===== config.mk =====
export PLATFORM = sky130hd
export DESIGN_NAME = epoch_to_calendar_date_time_core
export DESIGN_NICKNAME = d
export VERILOG_FILES = /design/src/rtl/ectd_pkg.sv /design/src/rtl/ectd_datapath.sv /design/src/rtl/epoch_to_calendar_date_time_core.sv
export SDC_FILE = /design/constraint.sdc
export NUM_CORES = 2
export LEC_CHECK = 0
export ABC_CLOCK_PERIOD_IN_PS = 9130
export BUFFER_PORTS_ARGS = -buffer_cell sky130_fd_sc_hd__buf_2
export CORE_UTILIZATION = 59
export CTS_CLUSTER_SIZE = 25
export DETAILED_ROUTE_END_ITERATION = 8
export PLACE_DENSITY = 0.72
export SLEW_MARGIN = 20
export SYNTH_ARGS = -nofsm -noshare
export SYNTH_HDL_FRONTEND = slang
export SYNTH_SLANG_ARGS = --single-unit
export TNS_END_PERCENT = 10

===== constraint.sdc =====
create_clock -name clock -period 9.13 [get_ports clock]
set_input_delay 1.826 -clock clock [delete_from_list [all_inputs] [get_ports clock]]
set_output_delay 1.826 -clock clock [all_outputs]
set_load 0.02 [all_outputs]

===== src/rtl/ectd_pkg.sv =====
// Shared types, constants and microcode table of the epoch converter
package ectd_pkg;

   // Calendar constants
   localparam logic [11:0] EPOCH_YEAR       = 12'd1970;
   localparam logic [11:0] RTC_BASE_YEAR    = 12'd2000;
   localparam logic [6:0]  EPOCH_YEAR_MOD100 = 7'(1970 % 100);
   localparam logic [8:0]  EPOCH_YEAR_MOD400 = 9'(1970 % 400);
   localparam logic [6:0]  LAST_MOD100      = 7'd99;
   localparam logic [8:0]  LAST_MOD400      = 9'd399;
   localparam logic [8:0]  DAYS_COMMON_YEAR = 9'd365;
   localparam logic [8:0]  DAYS_LEAP_YEAR   = 9'd366;

   // Zero-based month indexes used by the month table
   localparam logic [3:0] MONTH_FEB = 4'd1;
   localparam logic [3:0] MONTH_APR = 4'd3;
   localparam logic [3:0] MONTH_JUN = 4'd5;
   localparam logic [3:0] MONTH_SEP = 4'd8;
   localparam logic [3:0] MONTH_NOV = 4'd10;
   localparam logic [3:0] MONTH_DEC = 4'd11;

   // Reciprocal constants: x / D == (x * RECIP) >> SHIFT for every 32-bit x
   localparam logic [31:0] DIV60_VALUE = 32'd60;
   localparam logic [31:0] DIV60_RECIP = 32'h8888_8889;
   localparam int          DIV60_SHIFT = 37;
   localparam logic [31:0] DIV24_VALUE = 32'd24;
   localparam logic [31:0] DIV24_RECIP = 32'hAAAA_AAAB;
   localparam int          DIV24_SHIFT = 36;

   typedef logic [3:0] step_type;

   // Microcode addresses
   localparam step_type STEP_IDLE     = 4'd0;
   localparam step_type STEP_MUL_SEC  = 4'd1;
   localparam step_type STEP_REM_SEC  = 4'd2;
   localparam step_type STEP_MUL_MIN  = 4'd3;
   localparam step_type STEP_REM_MIN  = 4'd4;
   localparam step_type STEP_MUL_HOUR = 4'd5;
   localparam step_type STEP_REM_HOUR = 4'd6;
   localparam step_type STEP_YEAR     = 4'd7;
   localparam step_type STEP_MONTH    = 4'd8;
   localparam step_type STEP_EMIT     = 4'd9;

   typedef enum logic [2:0] {
      OP_NOP,
      OP_LOAD,
      OP_MUL,
      OP_REM,
      OP_YEAR,
      OP_MONTH,
      OP_EMIT
   } op_type;

   typedef enum logic [1:0] {
      SEQ_WAIT,
      SEQ_NEXT,
      SEQ_LOOP,
      SEQ_JUMP
   } seq_type;

   typedef enum logic {
      DIV_60,
      DIV_24
   } div_type;

   typedef enum logic [1:0] {
      FIELD_SEC,
      FIELD_MIN,
      FIELD_HOUR
   } field_type;

   typedef struct packed {
      op_type    op;
      div_type   div;
      field_type field;
      seq_type   seq;
      step_type  branch;
   } ctrl_word_type;

   typedef struct packed {
      logic loop_exit;
   } dp_status_type;

   // Read-only control store: one word per step
   function automatic ctrl_word_type microcode(input step_type addr);
      ctrl_word_type w;
      w = '{op: OP_NOP, div: DIV_60, field: FIELD_SEC, seq: SEQ_JUMP, branch: STEP_IDLE};
      unique case (addr)
         STEP_IDLE: begin
            w.op  = OP_LOAD;
            w.seq = SEQ_WAIT;
         end
         STEP_MUL_SEC: begin
            w.op  = OP_MUL;
            w.seq = SEQ_NEXT;
         end
         STEP_REM_SEC: begin
            w.op  = OP_REM;
            w.seq = SEQ_NEXT;
         end
         STEP_MUL_MIN: begin
            w.op  = OP_MUL;
            w.seq = SEQ_NEXT;
         end
         STEP_REM_MIN: begin
            w.op    = OP_REM;
            w.field = FIELD_MIN;
            w.seq   = SEQ_NEXT;
         end
         STEP_MUL_HOUR: begin
            w.op  = OP_MUL;
            w.div = DIV_24;
            w.seq = SEQ_NEXT;
         end
         STEP_REM_HOUR: begin
            w.op    = OP_REM;
            w.div   = DIV_24;
            w.field = FIELD_HOUR;
            w.seq   = SEQ_NEXT;
         end
         STEP_YEAR: begin
            w.op     = OP_YEAR;
            w.seq    = SEQ_LOOP;
            w.branch = STEP_MONTH;
         end
         STEP_MONTH: begin
            w.op     = OP_MONTH;
            w.seq    = SEQ_LOOP;
            w.branch = STEP_EMIT;
         end
         STEP_EMIT: begin
            w.op     = OP_EMIT;
            w.seq    = SEQ_JUMP;
            w.branch = STEP_IDLE;
         end
         default: begin
            w.op     = OP_NOP;
            w.seq    = SEQ_JUMP;
            w.branch = STEP_IDLE;
         end
      endcase
      return w;
   endfunction

   // Days in a zero-based month, February follows the leap flag
   function automatic logic [4:0] month_days(input logic [3:0] mon, input logic leap);
      logic [4:0] len;
      len = 5'd31;
      if (mon == MONTH_FEB) begin
         len = leap ? 5'd29 : 5'd28;
      end else if (mon == MONTH_APR || mon == MONTH_JUN ||
                   mon == MONTH_SEP || mon == MONTH_NOV) begin
         len = 5'd30;
      end
      return len;
   endfunction

endpackage


===== src/rtl/ectd_datapath.sv =====
// Datapath of the epoch converter: reciprocal divider, year and month walk
module ectd_datapath (
   input  logic                  clock,
   input  logic                  reset,
   input  ectd_pkg::ctrl_word_type ctrl,
   input  logic [31:0]           req_epoch_seconds,
   output ectd_pkg::dp_status_type status,
   output logic                  rsp_valid,
   output logic [5:0]            rsp_second_of_minute,
   output logic [5:0]            rsp_minute_of_hour,
   output logic [4:0]            rsp_hour_of_day,
   output logic [4:0]            rsp_day_of_month,
   output logic [3:0]            rsp_month_of_year,
   output logic [11:0]           rsp_full_year,
   output logic [7:0]            rsp_short_year
);
   import ectd_pkg::*;

   logic [31:0] acc_ff, acc_in;
   logic [63:0] prod_ff, prod_in;
   logic [11:0] year_ff, year_in;
   logic [6:0]  y100_ff, y100_in;
   logic [8:0]  y400_ff, y400_in;
   logic [3:0]  mon_ff, mon_in;
   logic [5:0]  sec_ff, sec_in;
   logic [5:0]  min_ff, min_in;
   logic [4:0]  hour_ff, hour_in;
   logic        valid_ff, valid_in;
   logic [5:0]  out_sec_ff, out_sec_in;
   logic [5:0]  out_min_ff, out_min_in;
   logic [4:0]  out_hour_ff, out_hour_in;
   logic [4:0]  out_day_ff, out_day_in;
   logic [3:0]  out_mon_ff, out_mon_in;
   logic [11:0] out_year_ff, out_year_in;
   logic [7:0]  out_short_ff, out_short_in;

   logic [31:0] recip;
   logic [31:0] divisor;
   logic [31:0] quot;
   logic [31:0] rem;
   logic        leap;
   logic [8:0]  year_len;
   logic [4:0]  mon_len;
   logic        year_exit;
   logic        month_exit;

   // Select reciprocal, divisor and quotient bits for the active divide
   always_comb begin
      unique case (ctrl.div)
         DIV_60: begin
            recip   = DIV60_RECIP;
            divisor = DIV60_VALUE;
            quot    = 32'(prod_ff[63:DIV60_SHIFT]);
         end
         DIV_24: begin
            recip   = DIV24_RECIP;
            divisor = DIV24_VALUE;
            quot    = 32'(prod_ff[63:DIV24_SHIFT]);
         end
         default: begin
            recip   = DIV60_RECIP;
            divisor = DIV60_VALUE;
            quot    = 32'(prod_ff[63:DIV60_SHIFT]);
         end
      endcase
      rem = acc_ff - quot * divisor;
   end

   // Gregorian leap rule from the running year residues
   assign leap = ((year_ff[1:0] == 2'b00) && (y100_ff != '0)) || (y400_ff == '0);
   assign year_len   = leap ? DAYS_LEAP_YEAR : DAYS_COMMON_YEAR;
   assign mon_len    = month_days(mon_ff, leap);
   assign year_exit  = acc_ff < 32'(year_len);
   assign month_exit = (mon_ff == MONTH_DEC) || (acc_ff < 32'(mon_len));
   assign status.loop_exit = (ctrl.op == OP_YEAR) ? year_exit : month_exit;

   // Execute one control word
   always_comb begin
      acc_in       = acc_ff;
      prod_in      = prod_ff;
      year_in      = year_ff;
      y100_in      = y100_ff;
      y400_in      = y400_ff;
      mon_in       = mon_ff;
      sec_in       = sec_ff;
      min_in       = min_ff;
      hour_in      = hour_ff;
      valid_in     = 1'b0;
      out_sec_in   = out_sec_ff;
      out_min_in   = out_min_ff;
      out_hour_in  = out_hour_ff;
      out_day_in   = out_day_ff;
      out_mon_in   = out_mon_ff;
      out_year_in  = out_year_ff;
      out_short_in = out_short_ff;
      unique case (ctrl.op)
         OP_NOP: begin
         end
         OP_LOAD: begin
            acc_in  = req_epoch_seconds;
            year_in = EPOCH_YEAR;
            y100_in = EPOCH_YEAR_MOD100;
            y400_in = EPOCH_YEAR_MOD400;
            mon_in  = '0;
         end
         OP_MUL: begin
            prod_in = 64'(acc_ff) * 64'(recip);
         end
         OP_REM: begin
            acc_in = quot;
            unique case (ctrl.field)
               FIELD_SEC:  sec_in  = rem[5:0];
               FIELD_MIN:  min_in  = rem[5:0];
               FIELD_HOUR: hour_in = rem[4:0];
               default:    sec_in  = rem[5:0];
            endcase
         end
         OP_YEAR: begin
            if (!year_exit) begin
               acc_in  = acc_ff - 32'(year_len);
               year_in = year_ff + 12'd1;
               y100_in = (y100_ff == LAST_MOD100) ? '0 : y100_ff + 7'd1;
               y400_in = (y400_ff == LAST_MOD400) ? '0 : y400_ff + 9'd1;
            end
         end
         OP_MONTH: begin
            if (!month_exit) begin
               acc_in = acc_ff - 32'(mon_len);
               mon_in = mon_ff + 4'd1;
            end
         end
         OP_EMIT: begin
            valid_in     = 1'b1;
            out_sec_in   = sec_ff;
            out_min_in   = min_ff;
            out_hour_in  = hour_ff;
            out_day_in   = acc_ff[4:0] + 5'd1;
            out_mon_in   = mon_ff + 4'd1;
            out_year_in  = year_ff;
            out_short_in = 8'(year_ff - RTC_BASE_YEAR);
         end
         default: begin
         end
      endcase
   end

   // Hold the result strobe under reset
   always_ff @(posedge clock) begin
      if (reset) begin
         valid_ff <= 1'b0;
      end else begin
         valid_ff <= valid_in;
      end
   end

   // Advance working and result registers
   always_ff @(posedge clock) begin
      acc_ff       <= acc_in;
      prod_ff      <= prod_in;
      year_ff      <= year_in;
      y100_ff      <= y100_in;
      y400_ff      <= y400_in;
      mon_ff       <= mon_in;
      sec_ff       <= sec_in;
      min_ff       <= min_in;
      hour_ff      <= hour_in;
      out_sec_ff   <= out_sec_in;
      out_min_ff   <= out_min_in;
      out_hour_ff  <= out_hour_in;
      out_day_ff   <= out_day_in;
      out_mon_ff   <= out_mon_in;
      out_year_ff  <= out_year_in;
      out_short_ff <= out_short_in;
   end

   assign rsp_valid            = valid_ff;
   assign rsp_second_of_minute = out_sec_ff;
   assign rsp_minute_of_hour   = out_min_ff;
   assign rsp_hour_of_day      = out_hour_ff;
   assign rsp_day_of_month     = out_day_ff;
   assign rsp_month_of_year    = out_mon_ff;
   assign rsp_full_year        = out_year_ff;
   assign rsp_short_year       = out_short_ff;

endmodule


===== src/rtl/epoch_to_calendar_date_time_core.sv =====
// Converts a 32-bit Unix epoch into UTC time of day and Gregorian date.
// Pulse start while busy is low; the epoch is taken at that edge and busy
// rises. A conversion keeps busy high through the divides for seconds,
// minutes and hours, a walk over the whole years past 1970 (0 to 136), one
// year a cycle in a microcoded sequencer, a walk over the whole months past
// January (0 to 11) and a final emit step; the year walk sets most of it.
// When busy falls, rsp_valid is high for exactly one cycle with the result; the
// receiver cannot stall it and must take it then. A new start may be issued
// in that same cycle.
module epoch_to_calendar_date_time_core (
   input  logic        clock,
   input  logic        reset,
   input  logic        start,
   output logic        busy,
   input  logic [31:0] req_epoch_seconds,
   output logic        rsp_valid,
   output logic [5:0]  rsp_second_of_minute,
   output logic [5:0]  rsp_minute_of_hour,
   output logic [4:0]  rsp_hour_of_day,
   output logic [4:0]  rsp_day_of_month,
   output logic [3:0]  rsp_month_of_year,
   output logic [11:0] rsp_full_year,
   output logic [7:0]  rsp_short_year
);
   import ectd_pkg::*;

   step_type      pc_ff, pc_in;
   ctrl_word_type word;
   ctrl_word_type exec_word;
   dp_status_type status;
   logic          accept;

   assign busy   = (pc_ff != STEP_IDLE);
   assign accept = start && !busy;

   // Fetch the control word and pick the next step
   always_comb begin
      word      = microcode(pc_ff);
      exec_word = word;
      pc_in     = pc_ff;
      unique case (word.seq)
         SEQ_WAIT: begin
            if (accept) begin
               pc_in = pc_ff + step_type'(1);
            end else begin
               exec_word.op = OP_NOP;
            end
         end
         SEQ_NEXT: begin
            pc_in = pc_ff + step_type'(1);
         end
         SEQ_LOOP: begin
            if (status.loop_exit) begin
               pc_in = word.branch;
            end
         end
         SEQ_JUMP: begin
            pc_in = word.branch;
         end
         default: begin
            pc_in = STEP_IDLE;
         end
      endcase
   end

   // Hold the step counter
   always_ff @(posedge clock) begin
      if (reset) begin
         pc_ff <= STEP_IDLE;
      end else begin
         pc_ff <= pc_in;
      end
   end

   ectd_datapath u_datapath (
      .clock                (clock),
      .reset                (reset),
      .ctrl                 (exec_word),
      .req_epoch_seconds    (req_epoch_seconds),
      .status               (status),
      .rsp_valid            (rsp_valid),
      .rsp_second_of_minute (rsp_second_of_minute),
      .rsp_minute_of_hour   (rsp_minute_of_hour),
      .rsp_hour_of_day      (rsp_hour_of_day),
      .rsp_day_of_month     (rsp_day_of_month),
      .rsp_month_of_year    (rsp_month_of_year),
      .rsp_full_year        (rsp_full_year),
      .rsp_short_year       (rsp_short_year)
   );

endmodule


# After elaboration in Yosys (flattened, before gate mapping)
# Index checks and enable logic that the tools add are counted.
[totals]
reg_bits = 196
latchBits = 0
rom_bits = 0
ramBits = 0
memories = 0
output_inout_bits = 48
wordCells = 128
[op_classes]
reduce_logical = 30
mux = 32
eq_ne = 32
n_mul = 2
div_mod_pow = 0
bitwise_logic = 2
n_shift = 0
add_sub_neg = 10
magnitude_cmp = 2
[ops]
columns = ["cell", "n"]
rows = [
  ["$pmux W32 S2", 3],
  ["$pmux W32 S4", 1],
  ["$mul A32 B32 Y64", 1],
  ["$mux W32", 2],
  ["$lt A32 B5 Y1", 1],
  ["$lt A32 B9 Y1", 1],
  ["$mul A32 B32 Y6", 1],
  ["$sub A32 B5 Y32", 1],
  ["$sub A32 B9 Y32", 1],
  ["$pmux W12 S2", 1],
  ["$eq A4 B3 Y1 const B", 5],
  ["$eq A4 B4 Y1 const B", 5],
  ["$mux W9", 2],
  ["$pmux W3 S6", 1],
  ["$pmux W9 S2", 1],
  ["$pmux W4 S2", 2],
  ["$pmux W4 S4", 1],
  ["$mux W7", 2],
  ["$pmux W7 S2", 1],
  ["$add A12 B1 Y12 const B", 1],
  ["$eq A4 B2 Y1 const B", 3],
  ["$mux W12", 1],
  ["$mux W4", 3],
  ["$reduce_and A2 Y1", 6],
  ["other kinds (35)", 63],
]

# Longest topological paths before layout
[logic_depth]
ltp_word = 11
ltp_mapped = 33
depth_no_buf = 30

# By module
# Synthesis repeated with hierarchy kept, for this count alone.
[hier_totals]
hier_cells = 2714
area_unflattened_um2 = 26480.4
[by_module_without_submodules]
columns = ["module", "cells_each", "instances", "area_per_inst_um2"]
rows = [
  ["ectd_datapath", 2650, 1, 25958.6],
  ["epoch_to_calendar_date_time_core", 64, 1, 521.8],
]

# Worst setup path after synthesis
# Ideal clock, no wire load.
[synth_timing]
path_type = "register to register"
from = "reg pc_ff[0]"
to = "reg u_datapath.prod_ff[62], data pin"
arrival_ns = 7.881
slack_ns = 0.984
n_path_buf = 5
path_stages_with_launch = 32
required_ns = 8.865
setup_time_ns = 0.265
cell_sequence = "dfxtp_1 > inv_1 > ha_1 > buf_2 > o21a_4 > buf_2 > buf_2 > buf_1 > buf_1 > nand2_1 > inv_1 > ha_1 > fa_1 > inv_1 > fa_1 > fa_1 > inv_1 > fa_1 > fa_1 > fa_1 > inv_1 > fa_1 > inv_1 > ha_1 > and3_1 > o211ai_1 > nor3_2 > a21oi_2 > o31ai_2 > a41oi_1 > and4b_1 > or3_1"
[synth_via]
elab_chain_len = 6
word_cells_on_any_way = 7
cone_classes = "1 x mul; 2 x eq/ne; 2 x mux; 1 x bitwise; 1 x reduce/logical"
[synth_rtl]
columns = ["item", "line_no", "text"]
rows = [
  ["start: declaration", "epoch_to_calendar_date_time_core.sv:27", "step_type pc_ff, pc_in;"],
  ["start signal: assignment", "epoch_to_calendar_date_time_core.sv:71", "pc_ff <= pc_in;"],
  ["$eq A4 B3 Y1", "ectd_pkg.sv:88", "unique case (addr)"],
  ["$reduce_or A2 Y1 (no source line) *", "-", ""],
  ["$mux W1 *", "ectd_pkg.sv:88", ""],
  ["$not A1 Y1", "ectd_datapath.sv:49", "unique case (ctrl.div)"],
  ["$pmux W32 S2 *", "ectd_datapath.sv:49", ""],
  ["$mul A32 B32 Y64 *", "ectd_datapath.sv:107", "prod_in = 64'(acc_ff) * 64'(recip);"],
  ["end signal: assignment", "ectd_datapath.sv:159", "prod_ff <= prod_in;"],
  ["end: declaration", "ectd_datapath.sv:20", "logic [63:0] prod_ff, prod_in;"],
]
# Mark *: on every way between the ends. The rest lies on a longest branch, timed or not. The select of a mux whose other input is x is not followed.
# A chain may end at the register's enable or synchronous reset.

# Worst setup path after layout
# Same ends and word-level chain as after synthesis.

==> impl_metrics.ini <==
[detailed_routing]
routed_wl_mm = 80.6
drt-wirelength-per-cell_um = 23.5
drc = 0
vias_per_cell = 5.77
first_iter_violations = 1853
vias = 19800
firstDrtPassIters = 7
postRouteAntennaNets = 0

[clock_tree]
cts_buffers = 17
clock-sinks = 156
clockBufferDepth = 2
cts-root-buf = clkbuf_16
clk_latency_ns = 0.44
cts_tree = built
htree_levels = 4
cts.reportedPaths.clkPinSlew_ns = 0.08

[grt]
grt_start_max_net_pins = 45
grt_pass1_vias = 20700
antenna_found_initial = 1
grt-ovfl-total = 0
track_usage_pct = 37.5
grt_pass1_wl_mm = 124

[critical_path]
cp.arrival_ns = 8.92
endpoint_kind = flop
start_kind = flop
path_delay_family = adder cells
cp_slowest_stage_delay_ns = 0.59
worstSetupPathType = reg -> reg
worst_path_max_delay_cell = fa_1
reg2reg_slack_ns = 0.40
timing.rr.start = pc_ff[0]
cp.required_ns = 9.32
endpoint = u_datapath.prod_ff[62]
ff2ff_path_depth = 27
crit_start = pc_ff[0]
cp_num_cells = 27
reg2reg_to = u_datapath.prod_ff[62]
critPathMostFrequentCell = fa_1
cp_num_buf_inv = 5
critical_path_peak_fanout = 31

[place]
dpl.hpwl_mm = 69.1
gp_congestion = 1.04
place_area_um2 = 27600
placedCellCount = 3401
port_buffers = 82

[final_layout]
final_common_cell = inv_1
area_growth_pct = 7.48
fill_cells = 3743
final_cell_count_no_fill = 3436
fin_area_um2 = 28300
layout-drive-gt1-share_pct = 7.55
final_cell_mix = inv_1 (723), ha_1 (397), fa_1 (390), nand2_1 (215), edfxtp_1 (151)
nNetsFinal = 3657

[floorplanning]
start_util_pct = 60.4
fp.dieArea_um2 = 45400
core_area_um2 = 43600
die_x_um = 213
fp-row-count = 76
num_io_pins = 83
die_h_um = 213

[timing]
hold_viol_final = 0
worst_clock_skew_ns = 0.0153
slew_violations = 0
max_freq_mhz = 115
maxSlewHeadroom_pct = 42.7
finalCriticalPeriod_ns = 8.73
fin_crit_sh_pct = 95.6
setup_viol = 0
tightestPinTransition_ns = 0.859

[logic_synthesis]
syn_area_um2 = 26300
yosys.area.top_type = fa_1
netlist-cell-type-count = 84
ys_seq_area_share_pct = 17.6
synthFlopType = edfxtp_1
syn-num-nets = 3559
synthTopCellsByArea = fa_1 (30%), ha_1 (19%), edfxtp_1 (17%)
yosysTopAreaCellShare_pct = 29.7
yosysWarnings = 0
avgSynthCellArea_um2 = 9.61
ys_seq_elements = 156
synthCells = 2737
async_flop_share_pct = 0
synth_edf_count = 151

[worst_hold_path]
hold_class = reg -> reg
hold_depth = 0

[run_status]
status = complete, no violations

[flow_run]
maxCapViolCount = 0
## kinds of logic (layout without fill, tap and decap cells)
logic type      count (synthesis)  count (layout)  share of synthesized area (%)
xor+xnor                      151             151                           5.03
compound gates                343             343                           8.32
fa+ha+maj                     787             787                           48.6
simple gates                  510             510                           8.84
buf+inv                       784             895                           11.4
other cells                     0               3                              0
mux                             6               6                          0.233
flops                         156             156                           17.6
## per-stage QoR
step                      util (%)  worst slack, ns  TNS (ns)  hold slack, ns
after floorplan                  -            0.984         0           0.400
after global placement        63.4            0.430         0           0.404
after detailed placement      63.4            0.252         0           0.405
after CTS                     64.8            0.204         0           0.422
after global routing          64.9          -0.0154   -0.0177           0.427
final                         64.9            0.401         0           0.421
## final cells by class
cell class              instances  area (um^2)  area share (%)
multi-input cells            1797        18700            66.2
diodes                          3         7.51          0.0266
well taps                     585          732            2.59
repair buffers                139          838            2.97
inverters                     724         2720            9.62
flip-flops and latches        156         4630            16.4
clock buffers                  17          425            1.51
clock inverters                15          188           0.664
## how the worst min path moves through the flow
stage	startpoint	end	slack (ns)
after floorplan	u_datapath.hour_ff[0]	u_datapath.rsp_hour_of_day[0]	0.40
after global placement	u_datapath.hour_ff[4]	u_datapath.rsp_hour_of_day[4]	0.40
after detailed placement	u_datapath.sec_ff[0]	u_datapath.rsp_second_of_minute[0]	0.41
after CTS	u_datapath.sec_ff[0]	u_datapath.rsp_second_of_minute[0]	0.42
after global routing	u_datapath.sec_ff[0]	u_datapath.rsp_second_of_minute[0]	0.43
final	u_datapath.sec_ff[0]	u_datapath.rsp_second_of_minute[0]	0.42
## routing by layer
| metal | share of wire, % | global-route usage (%) | vias to the layer above |
|---|---|---|---|
| li1 | - | - | 8890 |
| met1 | 41 | 50.0 | 9841 |
| met2 | 45 | 59.1 | 899 |
| met3 | 8.9 | 8.05 | 206 |
| met4 | 4.7 | 16.2 | 0 |
| met5 | 0 | 0 | - |
## sequential cells by signal, summed over array words and instances, names as in the netlist
register	cells
u_datapath.acc_ff	32
u_datapath.prod_ff	28
u_datapath.year_ff	12
u_datapath.y400_ff	9
u_datapath.rsp_full_year	8
u_datapath.rsp_short_year	8
u_datapath.y100_ff	7
u_datapath.min_ff	6
u_datapath.rsp_minute_of_hour	6
u_datapath.rsp_second_of_minute	6
u_datapath.sec_ff	6
u_datapath.hour_ff	5
u_datapath.rsp_day_of_month	5
u_datapath.rsp_hour_of_day	5
pc_ff	4
u_datapath.mon_ff	4
u_datapath.rsp_month_of_year	4
u_datapath.rsp_valid	1
## cell usage after synthesis, types with 4 or more instances
| library cell | n |
|---|---|
| inv_1 | 723 |
| ha_1 | 397 |
| fa_1 | 390 |
| nand2_1 | 215 |
| edfxtp_1 | 151 |
| a21oi_1 | 116 |
| nor2_1 | 116 |
| xnor2_1 | 100 |
| o21ai_0 | 66 |
| xor2_1 | 51 |
| nand3_1 | 43 |
| nor3_1 | 29 |
| a31oi_1 | 27 |
| clkbuf_1 | 27 |
| a21o_1 | 24 |
| nand4_1 | 23 |
| buf_2 | 18 |
| and2_1 | 11 |
| nor4_1 | 11 |
| o21ai_1 | 11 |
| o21bai_1 | 11 |
| and3_1 | 10 |
| o211ai_1 | 10 |
| buf_1 | 9 |
| nor2b_1 | 9 |
| or2_2 | 9 |
| or3_1 | 8 |
| a221oi_1 | 7 |
| nand2b_1 | 7 |
| a22oi_1 | 6 |
| buf_4 | 6 |
| o221ai_1 | 6 |
| o22ai_1 | 6 |
| a211oi_1 | 5 |
| dfxtp_1 | 5 |
| mux2i_1 | 5 |
| o21a_1 | 5 |
| a31o_2 | 4 |
| a41oi_1 | 4 |
## timing repair
action,in CTS,in global routing
setup endpoints to repair,0,13
hold buffers,0,0
resized for setup,0,3
buffers inserted,0,0
Power is left out: the tool's default activity adds up to more than one toggle a clock period on the data nets, which glitch-free logic cannot reach.
